$ cat src/hw/rtl/bim_pkg.sv
package bim_pkg;

	localparam int COORD_WIDTH_DEF = 16;

	// border modes; codes 6 and 7 behave as pass-through
	typedef enum logic [2:0] {
		BM_NONE       = 3'd0,
		BM_CLAMP      = 3'd1,
		BM_WRAP       = 3'd2,
		BM_REFLECT    = 3'd3,
		BM_REFLECT_NE = 3'd4,
		BM_TILE       = 3'd5
	} bim_mode_t;

	// configuration register indexes
	typedef enum logic [1:0] {
		REG_MODE        = 2'd0,
		REG_RANGE_LOW   = 2'd1,
		REG_RANGE_HIGH  = 2'd2,
		REG_TILE_PERIOD = 2'd3
	} bim_reg_t;

	localparam bim_mode_t MODE_RST = BM_CLAMP;
	localparam int TILE_PERIOD_RST = 1;

endpackage

$ cat src/hw/rtl/bim_if.sv
interface bim_coord_if #(
	parameter int COORD_WIDTH = bim_pkg::COORD_WIDTH_DEF
);
	logic                          valid;
	logic                          ready;
	logic signed [COORD_WIDTH-1:0] coord;

	modport source (output valid, output coord, input ready);
	modport sink (input valid, input coord, output ready);
endinterface

interface bim_map_if #(
	parameter int COORD_WIDTH = bim_pkg::COORD_WIDTH_DEF
);
	logic                          valid;
	logic                          ready;
	logic signed [COORD_WIDTH-1:0] mapped;
	logic                          bad_range;

	modport source (output valid, output mapped, output bad_range, input ready);
	modport sink (input valid, input mapped, input bad_range, output ready);
endinterface

$ cat src/hw/rtl/border_index_mapper.sv
// Channel   Dir  Protocol     Payload
// coord_ch  in   valid/ready  coord (signed COORD_WIDTH)
// map_ch    out  valid/ready  mapped (signed COORD_WIDTH), bad_range
// cfg_*     in   write only   cfg_index selects register, cfg_data value
//
// One item per cycle sustained while the output is not stalled; items pass s1, s2,
// the restoring remainder pipeline (one quotient bit per stage), then s3, s4, s5.
// Each stage moves when it is empty or the next stage moves, so bubbles
// collapse; a stalled output blocks upstream only once all stages ahead are full.
// arst_n clears valid bits and config (mode clamp, range [0,0], period 1).
module border_index_mapper #(
	parameter int COORD_WIDTH = bim_pkg::COORD_WIDTH_DEF
) (
	input  logic                           clk,
	input  logic                           arst_n,
	input  logic                           cfg_we,
	input  bim_pkg::bim_reg_t              cfg_index,
	input  logic [COORD_WIDTH-1:0]         cfg_data,
	bim_coord_if.sink                      coord_ch,
	bim_map_if.source                      map_ch
);
	import bim_pkg::*;

	localparam int W  = COORD_WIDTH;
	localparam int PW = W - 1;   // tile period width
	localparam int XW = W + 2;   // signed offsets
	localparam int MW = W + 2;   // modulus, up to 2^(W+1)
	localparam int RW = W + 1;   // partial remainder
	localparam int SW = W + 3;   // final sum before saturation
	localparam longint CMAX = (64'sd1 <<< (W - 1)) - 64'sd1;
	localparam logic signed [SW-1:0] SAT_MAX = SW'(CMAX);
	localparam logic signed [SW-1:0] SAT_MIN = SW'(-CMAX - 64'sd1);

	// configuration
	logic [2:0]            mode_q;
	logic signed [W-1:0]   lo_q;
	logic signed [W-1:0]   hi_q;
	logic [PW-1:0]         period_q;

	always_ff @(posedge clk or negedge arst_n) begin
		if (!arst_n) begin
			mode_q   <= MODE_RST;
			lo_q     <= '0;
			hi_q     <= '0;
			period_q <= PW'(TILE_PERIOD_RST);
		end else if (cfg_we) begin
			case (cfg_index)
				REG_MODE:        mode_q   <= cfg_data[2:0];
				REG_RANGE_LOW:   lo_q     <= cfg_data;
				REG_RANGE_HIGH:  hi_q     <= cfg_data;
				REG_TILE_PERIOD: period_q <= cfg_data[PW-1:0];
				default: ;
			endcase
		end
	end

	// config-derived values; the user must keep config static while items are in flight, unenforced
	logic [PW-1:0]         p_eff;
	logic signed [XW-1:0]  span_m;
	logic                  bad;
	logic [MW-1:0]         div_m;

	assign p_eff  = (period_q == '0) ? PW'(1) : period_q;
	assign span_m = XW'(hi_q) - XW'(lo_q);
	assign bad    = hi_q < lo_q;

	always_comb begin
		div_m = MW'(1);
		if (!bad) begin
			case (mode_q)
				BM_WRAP:       div_m = MW'(span_m + 1);
				BM_REFLECT:    div_m = MW'(2 * (span_m + 1));
				BM_REFLECT_NE: div_m = (span_m == '0) ? MW'(1) : MW'(2 * span_m);
				BM_TILE:       div_m = MW'(p_eff);
				default:       div_m = MW'(1);
			endcase
		end
	end

	// pipeline control
	logic v_s1, v_s2, v_s3, v_s4, v_s5;
	logic en_s1, en_s2, en_s3, en_s4, en_s5;
	logic v_sd  [W];
	logic en_sd [W];

	assign en_s5 = !v_s5 || map_ch.ready;
	assign en_s4 = !v_s4 || en_s5;
	assign en_s3 = !v_s3 || en_s4;
	assign en_s2 = !v_s2 || en_sd[0];
	assign en_s1 = !v_s1 || en_s2;
	assign coord_ch.ready = en_s1;

	// s1: input register
	logic signed [W-1:0] a_s1;

	always_ff @(posedge clk or negedge arst_n) begin
		if (!arst_n) begin
			v_s1 <= 1'b0;
		end else if (en_s1) begin
			v_s1 <= coord_ch.valid;
		end
	end

	always_ff @(posedge clk) begin
		if (en_s1 && coord_ch.valid) begin
			a_s1 <= coord_ch.coord;
		end
	end

	// s2: dividend selection and magnitude
	logic signed [XW-1:0] x_c;
	logic                 neg_c;
	logic [W-1:0]         mag_c;
	logic signed [W-1:0]  a_s2;
	logic                 neg_s2;
	logic [W-1:0]         mag_s2;

	always_comb begin
		// tile above the range measures from hi + 1, everything else from lo
		if (mode_q == BM_TILE && a_s1 > hi_q) begin
			x_c = XW'(a_s1) - XW'(hi_q) - XW'(1);
		end else begin
			x_c = XW'(a_s1) - XW'(lo_q);
		end
		neg_c = x_c < 0;
		mag_c = W'(neg_c ? -x_c : x_c);
	end

	always_ff @(posedge clk or negedge arst_n) begin
		if (!arst_n) begin
			v_s2 <= 1'b0;
		end else if (en_s2) begin
			v_s2 <= v_s1;
		end
	end

	always_ff @(posedge clk) begin
		if (en_s2 && v_s1) begin
			a_s2   <= a_s1;
			neg_s2 <= neg_c;
			mag_s2 <= mag_c;
		end
	end

	// remainder pipeline: one restoring step per stage, MSB first
	logic [RW-1:0]       rem_sd [W];
	logic [W-1:0]        dvd_sd [W];
	logic signed [W-1:0] a_sd   [W];
	logic                neg_sd [W];

	for (genvar k = 0; k < W; k++) begin : g_div
		logic [RW-1:0]       rem_in;
		logic [W-1:0]        dvd_in;
		logic signed [W-1:0] a_in;
		logic                neg_in;
		logic                v_in;
		logic                en_next;
		logic [MW-1:0]       trial;
		logic [RW-1:0]       rem_nx;

		if (k == 0) begin : g_first
			assign rem_in = '0;
			assign dvd_in = mag_s2;
			assign a_in   = a_s2;
			assign neg_in = neg_s2;
			assign v_in   = v_s2;
		end else begin : g_next
			assign rem_in = rem_sd[k-1];
			assign dvd_in = dvd_sd[k-1];
			assign a_in   = a_sd[k-1];
			assign neg_in = neg_sd[k-1];
			assign v_in   = v_sd[k-1];
		end

		if (k == W - 1) begin : g_last
			assign en_next = en_s3;
		end else begin : g_mid
			assign en_next = en_sd[k+1];
		end

		assign en_sd[k] = !v_sd[k] || en_next;
		assign trial    = {rem_in, dvd_in[W-1]};
		assign rem_nx   = (trial >= div_m) ? RW'(trial - div_m) : trial[RW-1:0];

		always_ff @(posedge clk or negedge arst_n) begin
			if (!arst_n) begin
				v_sd[k] <= 1'b0;
			end else if (en_sd[k]) begin
				v_sd[k] <= v_in;
			end
		end

		always_ff @(posedge clk) begin
			if (en_sd[k] && v_in) begin
				rem_sd[k] <= rem_nx;
				dvd_sd[k] <= {dvd_in[W-2:0], 1'b0};
				a_sd[k]   <= a_in;
				neg_sd[k] <= neg_in;
			end
		end
	end

	// s3: Euclidean correction of the remainder
	logic [MW-1:0]       e_c;
	logic [MW-1:0]       e_s3;
	logic signed [W-1:0] a_s3;

	assign e_c = (neg_sd[W-1] && rem_sd[W-1] != '0) ?
		MW'(div_m - MW'(rem_sd[W-1])) : MW'(rem_sd[W-1]);

	always_ff @(posedge clk or negedge arst_n) begin
		if (!arst_n) begin
			v_s3 <= 1'b0;
		end else if (en_s3) begin
			v_s3 <= v_sd[W-1];
		end
	end

	always_ff @(posedge clk) begin
		if (en_s3 && v_sd[W-1]) begin
			e_s3 <= e_c;
			a_s3 <= a_sd[W-1];
		end
	end

	// s4: fold and rebase per mode
	logic signed [SW-1:0] lo_x, hi_x, a_x, e_x, m_x, p_x, span_x;
	logic signed [SW-1:0] sum_c;
	logic signed [SW-1:0] sum_s4;

	assign lo_x   = SW'(lo_q);
	assign hi_x   = SW'(hi_q);
	assign a_x    = SW'(a_s3);
	assign e_x    = SW'(e_s3);
	assign m_x    = SW'(div_m);
	assign p_x    = SW'(p_eff);
	assign span_x = hi_x - lo_x;

	always_comb begin
		case (mode_q)
			BM_CLAMP: begin
				sum_c = (a_x < lo_x) ? lo_x : ((a_x > hi_x) ? hi_x : a_x);
			end
			BM_WRAP: begin
				sum_c = e_x + lo_x;
			end
			BM_REFLECT: begin
				// second half of the 2r period mirrors with the edge repeated
				sum_c = ((e_x <= span_x) ? e_x : (m_x - SW'(1) - e_x)) + lo_x;
			end
			BM_REFLECT_NE: begin
				if (span_x == '0) begin
					sum_c = lo_x;
				end else begin
					sum_c = ((e_x <= span_x) ? e_x : (m_x - e_x)) + lo_x;
				end
			end
			BM_TILE: begin
				if (a_x < lo_x) begin
					sum_c = e_x + lo_x;
				end else if (a_x > hi_x) begin
					sum_c = e_x + hi_x + SW'(1) - p_x;
				end else begin
					sum_c = a_x;
				end
			end
			default: begin
				sum_c = a_x;
			end
		endcase
	end

	always_ff @(posedge clk or negedge arst_n) begin
		if (!arst_n) begin
			v_s4 <= 1'b0;
		end else if (en_s4) begin
			v_s4 <= v_s3;
		end
	end

	always_ff @(posedge clk) begin
		if (en_s4 && v_s3) begin
			sum_s4 <= sum_c;
		end
	end

	// s5: saturation, inverted range override, output register
	logic signed [W-1:0] mapped_c;
	logic signed [W-1:0] mapped_s5;
	logic                bad_s5;

	always_comb begin
		if (bad) begin
			mapped_c = lo_q;
		end else if (sum_s4 > SAT_MAX) begin
			mapped_c = W'(SAT_MAX);
		end else if (sum_s4 < SAT_MIN) begin
			mapped_c = W'(SAT_MIN);
		end else begin
			mapped_c = W'(sum_s4);
		end
	end

	always_ff @(posedge clk or negedge arst_n) begin
		if (!arst_n) begin
			v_s5 <= 1'b0;
		end else if (en_s5) begin
			v_s5 <= v_s4;
		end
	end

	always_ff @(posedge clk) begin
		if (en_s5 && v_s4) begin
			mapped_s5 <= mapped_c;
			bad_s5    <= bad;
		end
	end

	assign map_ch.valid     = v_s5;
	assign map_ch.mapped    = mapped_s5;
	assign map_ch.bad_range = bad_s5;

endmodule

$ cat src/flat_wrapper.sv
// flat-port wrapper written by rule: the top's interface ports become plain ports
module border_index_mapper_flat import bim_pkg::*;
#(
	parameter int COORD_WIDTH = bim_pkg::COORD_WIDTH_DEF
)
  (clk, arst_n, cfg_we, cfg_index, cfg_data, coord_ch_valid, coord_ch_coord, coord_ch_ready, map_ch_valid, map_ch_mapped, map_ch_bad_range, map_ch_ready);
  bim_coord_if #(.COORD_WIDTH(COORD_WIDTH)) coord_ch_i ();
  bim_map_if #(.COORD_WIDTH(COORD_WIDTH)) map_ch_i ();
  input  logic clk;
  input  logic arst_n;
  input  logic cfg_we;
  input  bim_pkg::bim_reg_t cfg_index;
  input  logic [COORD_WIDTH-1:0] cfg_data;
  input wire logic [$bits(coord_ch_i.valid)-1:0] coord_ch_valid;
  input wire logic [$bits(coord_ch_i.coord)-1:0] coord_ch_coord;
  output wire logic [$bits(coord_ch_i.ready)-1:0] coord_ch_ready;
  output wire logic [$bits(map_ch_i.valid)-1:0] map_ch_valid;
  output wire logic [$bits(map_ch_i.mapped)-1:0] map_ch_mapped;
  output wire logic [$bits(map_ch_i.bad_range)-1:0] map_ch_bad_range;
  input wire logic [$bits(map_ch_i.ready)-1:0] map_ch_ready;
  assign coord_ch_i.valid = coord_ch_valid;
  assign coord_ch_i.coord = coord_ch_coord;
  assign coord_ch_ready = coord_ch_i.ready;
  assign map_ch_valid = map_ch_i.valid;
  assign map_ch_mapped = map_ch_i.mapped;
  assign map_ch_bad_range = map_ch_i.bad_range;
  assign map_ch_i.ready = map_ch_ready;
  border_index_mapper #(.COORD_WIDTH(COORD_WIDTH)) u_core (.clk(clk), .arst_n(arst_n), .cfg_we(cfg_we), .cfg_index(cfg_index), .cfg_data(cfg_data), .coord_ch(coord_ch_i), .map_ch(map_ch_i));
endmodule
$ cat config.mk
export PLATFORM = sky130hd
export DESIGN_NAME = border_index_mapper_flat
export DESIGN_NICKNAME = d
export VERILOG_FILES = /design/src/hw/rtl/bim_pkg.sv /design/src/hw/rtl/bim_if.sv /design/src/hw/rtl/border_index_mapper.sv /design/src/flat_wrapper.sv
export SDC_FILE = /design/constraint.sdc
export NUM_CORES = 2
export LEC_CHECK = 0
export BUFFER_PORTS_ARGS = -buffer_cell sky130_fd_sc_hd__clkbuf_2
export CAP_MARGIN = 40
export CORE_ASPECT_RATIO = 1.5
export CORE_MARGIN = 2
export CORE_UTILIZATION = 59
export CTS_CLUSTER_DIAMETER = 100
export CTS_CLUSTER_SIZE = 40
export DETAILED_ROUTE_END_ITERATION = 6
export PLACE_DENSITY = 0.75
export SYNTH_ARGS = -nofsm -noshare
export SYNTH_HDL_FRONTEND = slang
export SYNTH_SLANG_ARGS = --single-unit
$ cat constraint.sdc
create_clock -name clk -period 12.2 [get_ports clk]
set_input_delay 0.61 -clock clk [delete_from_list [all_inputs] [get_ports clk]]
set_output_delay 0.61 -clock clk [all_outputs]
set_load 0.05 [all_outputs]
==> flow_summary.ini <==
[detailed_routing]
via_per_inst = 6.34
avgRoutedWirePerCell_um = 24.2
drt_pass1_iterations = 7
drt_iter0_markers = 3015
finalWirelength_um = 151000
drc_errors = 1
top_layer_used = met4
detail-route-antenna-nets = 0
dr_wl_met2_um = 74500
drt-met1-wl_um = 56800
vias = 39500
dr_wl_met3_um = 7350

[critical_path]
crit_fanout = 29
reg2reg_from = u_core.lo_q[1]$_DFFE_PN0P_
arrival_ns = 10.35
end_kind = flop
startpoint = u_core.lo_q[1]$_DFFE_PN0P_
required_ns = 12.59
slowest_stage = a311oi_2
cpPeakStageDelay_ns = 0.71
start_kind = flop
path_class = reg -> reg

[floorplanning]
initial_core_util = 0.593
die_area_sq_mm = 0.0943
fp.dieH_um = 375
rows = 136
ios = 58
coreArea_sq_mm = 0.0914
die_w_um = 251

[timing]
hold_viol = 0
drv_slew = 0
period_share = 0.816
rsz0062_at_grt = false
slew-limit-headroom = 0.382
final-setup-viol-count = 0
tns_ns = 0
tightestPinTransition_ns = 0.926
clock_skew_ns = 0.0582
fin_crit_ns = 9.95
max_freq_ghz = 0.100

[outcome]
violations = design-rule violations
outcome = finished, violations left

[grt]
grt_pass1_vias = 38700
grt_pass1_wl_um = 226000
antenna_found_initial = 0
grt_overflow_total = 0
grt_max_degree = 60
grtUsageTotal = 0.318

[min_path]
min_path_type = in -> reg
holdCritStartpoint = coord_ch_coord[4]

[synth]
syn-num-nets = 5563
synth_top_area_frac = 0.434
synth_seq_cells = 854
synth-seq-area-share = 0.467
synthArstFlopShare = 0.0831
syn_area_sq_mm = 0.0542
ys_warn_count = 0
synth_commonest_cells = 783 x edfxtp_1, 490 x ha_1, 377 x nor2_1
synth.distinct_cells = 102
ys.flop_type = edfxtp_1
synth_edf_count = 783
synth_cells = 4995
synth.most_common_cell = edfxtp_1
avgSynthCellArea_sq_um = 10.8
netlist.top_cell.by_area = edfxtp_1
synth_top_cells_by_area = edfxtp_1 43%, ha_1 11%, mux2_2 4.5%

[placed_design]
hpwlAfterDp_um = 117000
gp_congestion = 1.02
io_buffer_count = 57

[clock_tree]
clock_latency_ns = 0.72
cts_tree = done
post-cts-setup-buffer-count = 0
cts_resized = 0
cts_inserted_buffers = 29
htree_levels = 1
cts_root_buf = clkbuf_16
clkTransAtPathRegs_ns = 0.13
holdBufCountCts = 1
cts.path.max_buffers = 3
clock_sinks = 854

[flow_run]
max_cap_violations = 0

[finish]
multi_input_area_sq_mm = 0.0275
diodes = 0
drive_gt1_frac = 0.100
syn_to_final_growth_pct = 5.99
fin_nets = 5608
final.fill_count = 7283
seqCellArea_sq_mm = 0.0253
[path summary, 6_finish.rpt]
kind / slack, ns / end / cells past startpoint
setup / recovery: 2.25 / u_core.sum_s4[15]$_DFFE_PP_ / 33
max in group asynchronous: 11.15 / u_core.g_div[15].v_in$_DFFE_PN0P_ / 4
hold / removal: 0.08 / u_core.a_s1[4]$_DFFE_PP_ / 1
hold reg to reg: 0.40 / u_core.a_sd[10][5]$_DFFE_PP_ / 0
setup reg to reg: 2.25 / u_core.sum_s4[15]$_DFFE_PP_ / 33
min in group asynchronous: 0.28 / u_core.map_ch.valid$_DFFE_PN0P_ / 2
[cell type report]
class	instances	share of cell area
clock inverters	12	0.00394
multi-input cells	3713	0.478
flip-flops and latches	854	0.440
well taps	1173	0.0256
repair buffers	141	0.0182
clock buffers	42	0.0138
inverters	301	0.0197
[cells by family after synthesis]
group	Yosys count	share of synthesized area
simple gates	1352	0.122
compound gates	1241	0.146
flops	854	0.467
fa+ha+maj	529	0.128
buf+inv	428	0.0302
xor+xnor	326	0.0530
mux	265	0.0540
[flip-flops by register name, summed over array words and instances, names as in the netlist, 18 cells and up]
register	cells
u_core.rem_sd	272
u_core.a_sd	256
u_core.dvd_sd	120
u_core.sum_s4	19
u_core.e_s3	18
[per-layer routing]
metal / up-vias / track usage
li1: 18700 / -
met3: 474 / 0.0320
met5: - / 0
met4: 0 / 0.216
met2: 1239 / 0.563
met1: 19100 / 0.361
[metrics by stage]
| stage | util | setup WS [ns] | cells | instance area [sq um] | hold WS [ns] |
|---|---|---|---|---|---|
| final | 0.628 | 2.25 | 6236 | 57400 | 0.0839 |
| after global routing | 0.628 | 1.63 | 6236 | 57400 | 0.0420 |
| after CTS | 0.628 | 2.43 | 6236 | 57400 | 0.0396 |
| after detailed placement | 0.617 | 2.52 | 6181 | 56400 | 0.405 |
| after global placement | 0.615 | 1.89 | 6167 | 56200 | 0.401 |
| after floorplan | - | 2.82 | 4995 | 54200 | 0.314 |
[placed cells by master, fill, tap and decap left out, types with 12 or more instances in the layout]
cell       count
edfxtp_1     783
ha_1         490
nor2_1       374
o21ai_0      339
nand2_1      338
a21oi_1      334
inv_1        297
xnor2_1      223
mux2_2       217
xor2_1       101
nor3_1        99
a21o_1        97
nor2b_1       94
nand4_1       86
nand3_1       82
buf_4         73
a21boi_0      70
dfrtp_1       69
clkbuf_2      56
nand2b_1      53
mux2i_1       47
a211oi_1      41
fa_1          39
o21a_1        37
or3_1         37
o31ai_1       36
and3_1        33
nor4_1        29
or2_2         29
clkbuf_16     29
a31oi_1       26
and2_1        24
o211ai_1      20
o21bai_1      17
a221oi_1      17
o22ai_1       15
o311ai_0      14
o221ai_1      13
o2111ai_1     12
nand3b_1      12
[critical path, delay by kind of cell, from the launching register on]
kind                     cells  cell delay, ns
XOR/XNOR                     2            0.31
flip-flops                   1            0.67
AND/OR/NAND/NOR              7            2.20
AO/OA/AOI/OAI               16            4.07
adder cells (fa/ha/maj)      3            1.14
buffers and inverters        5            1.26
Power is not shown: default switching activity piles up to over one toggle a cycle in this logic, so the estimate is an artifact.
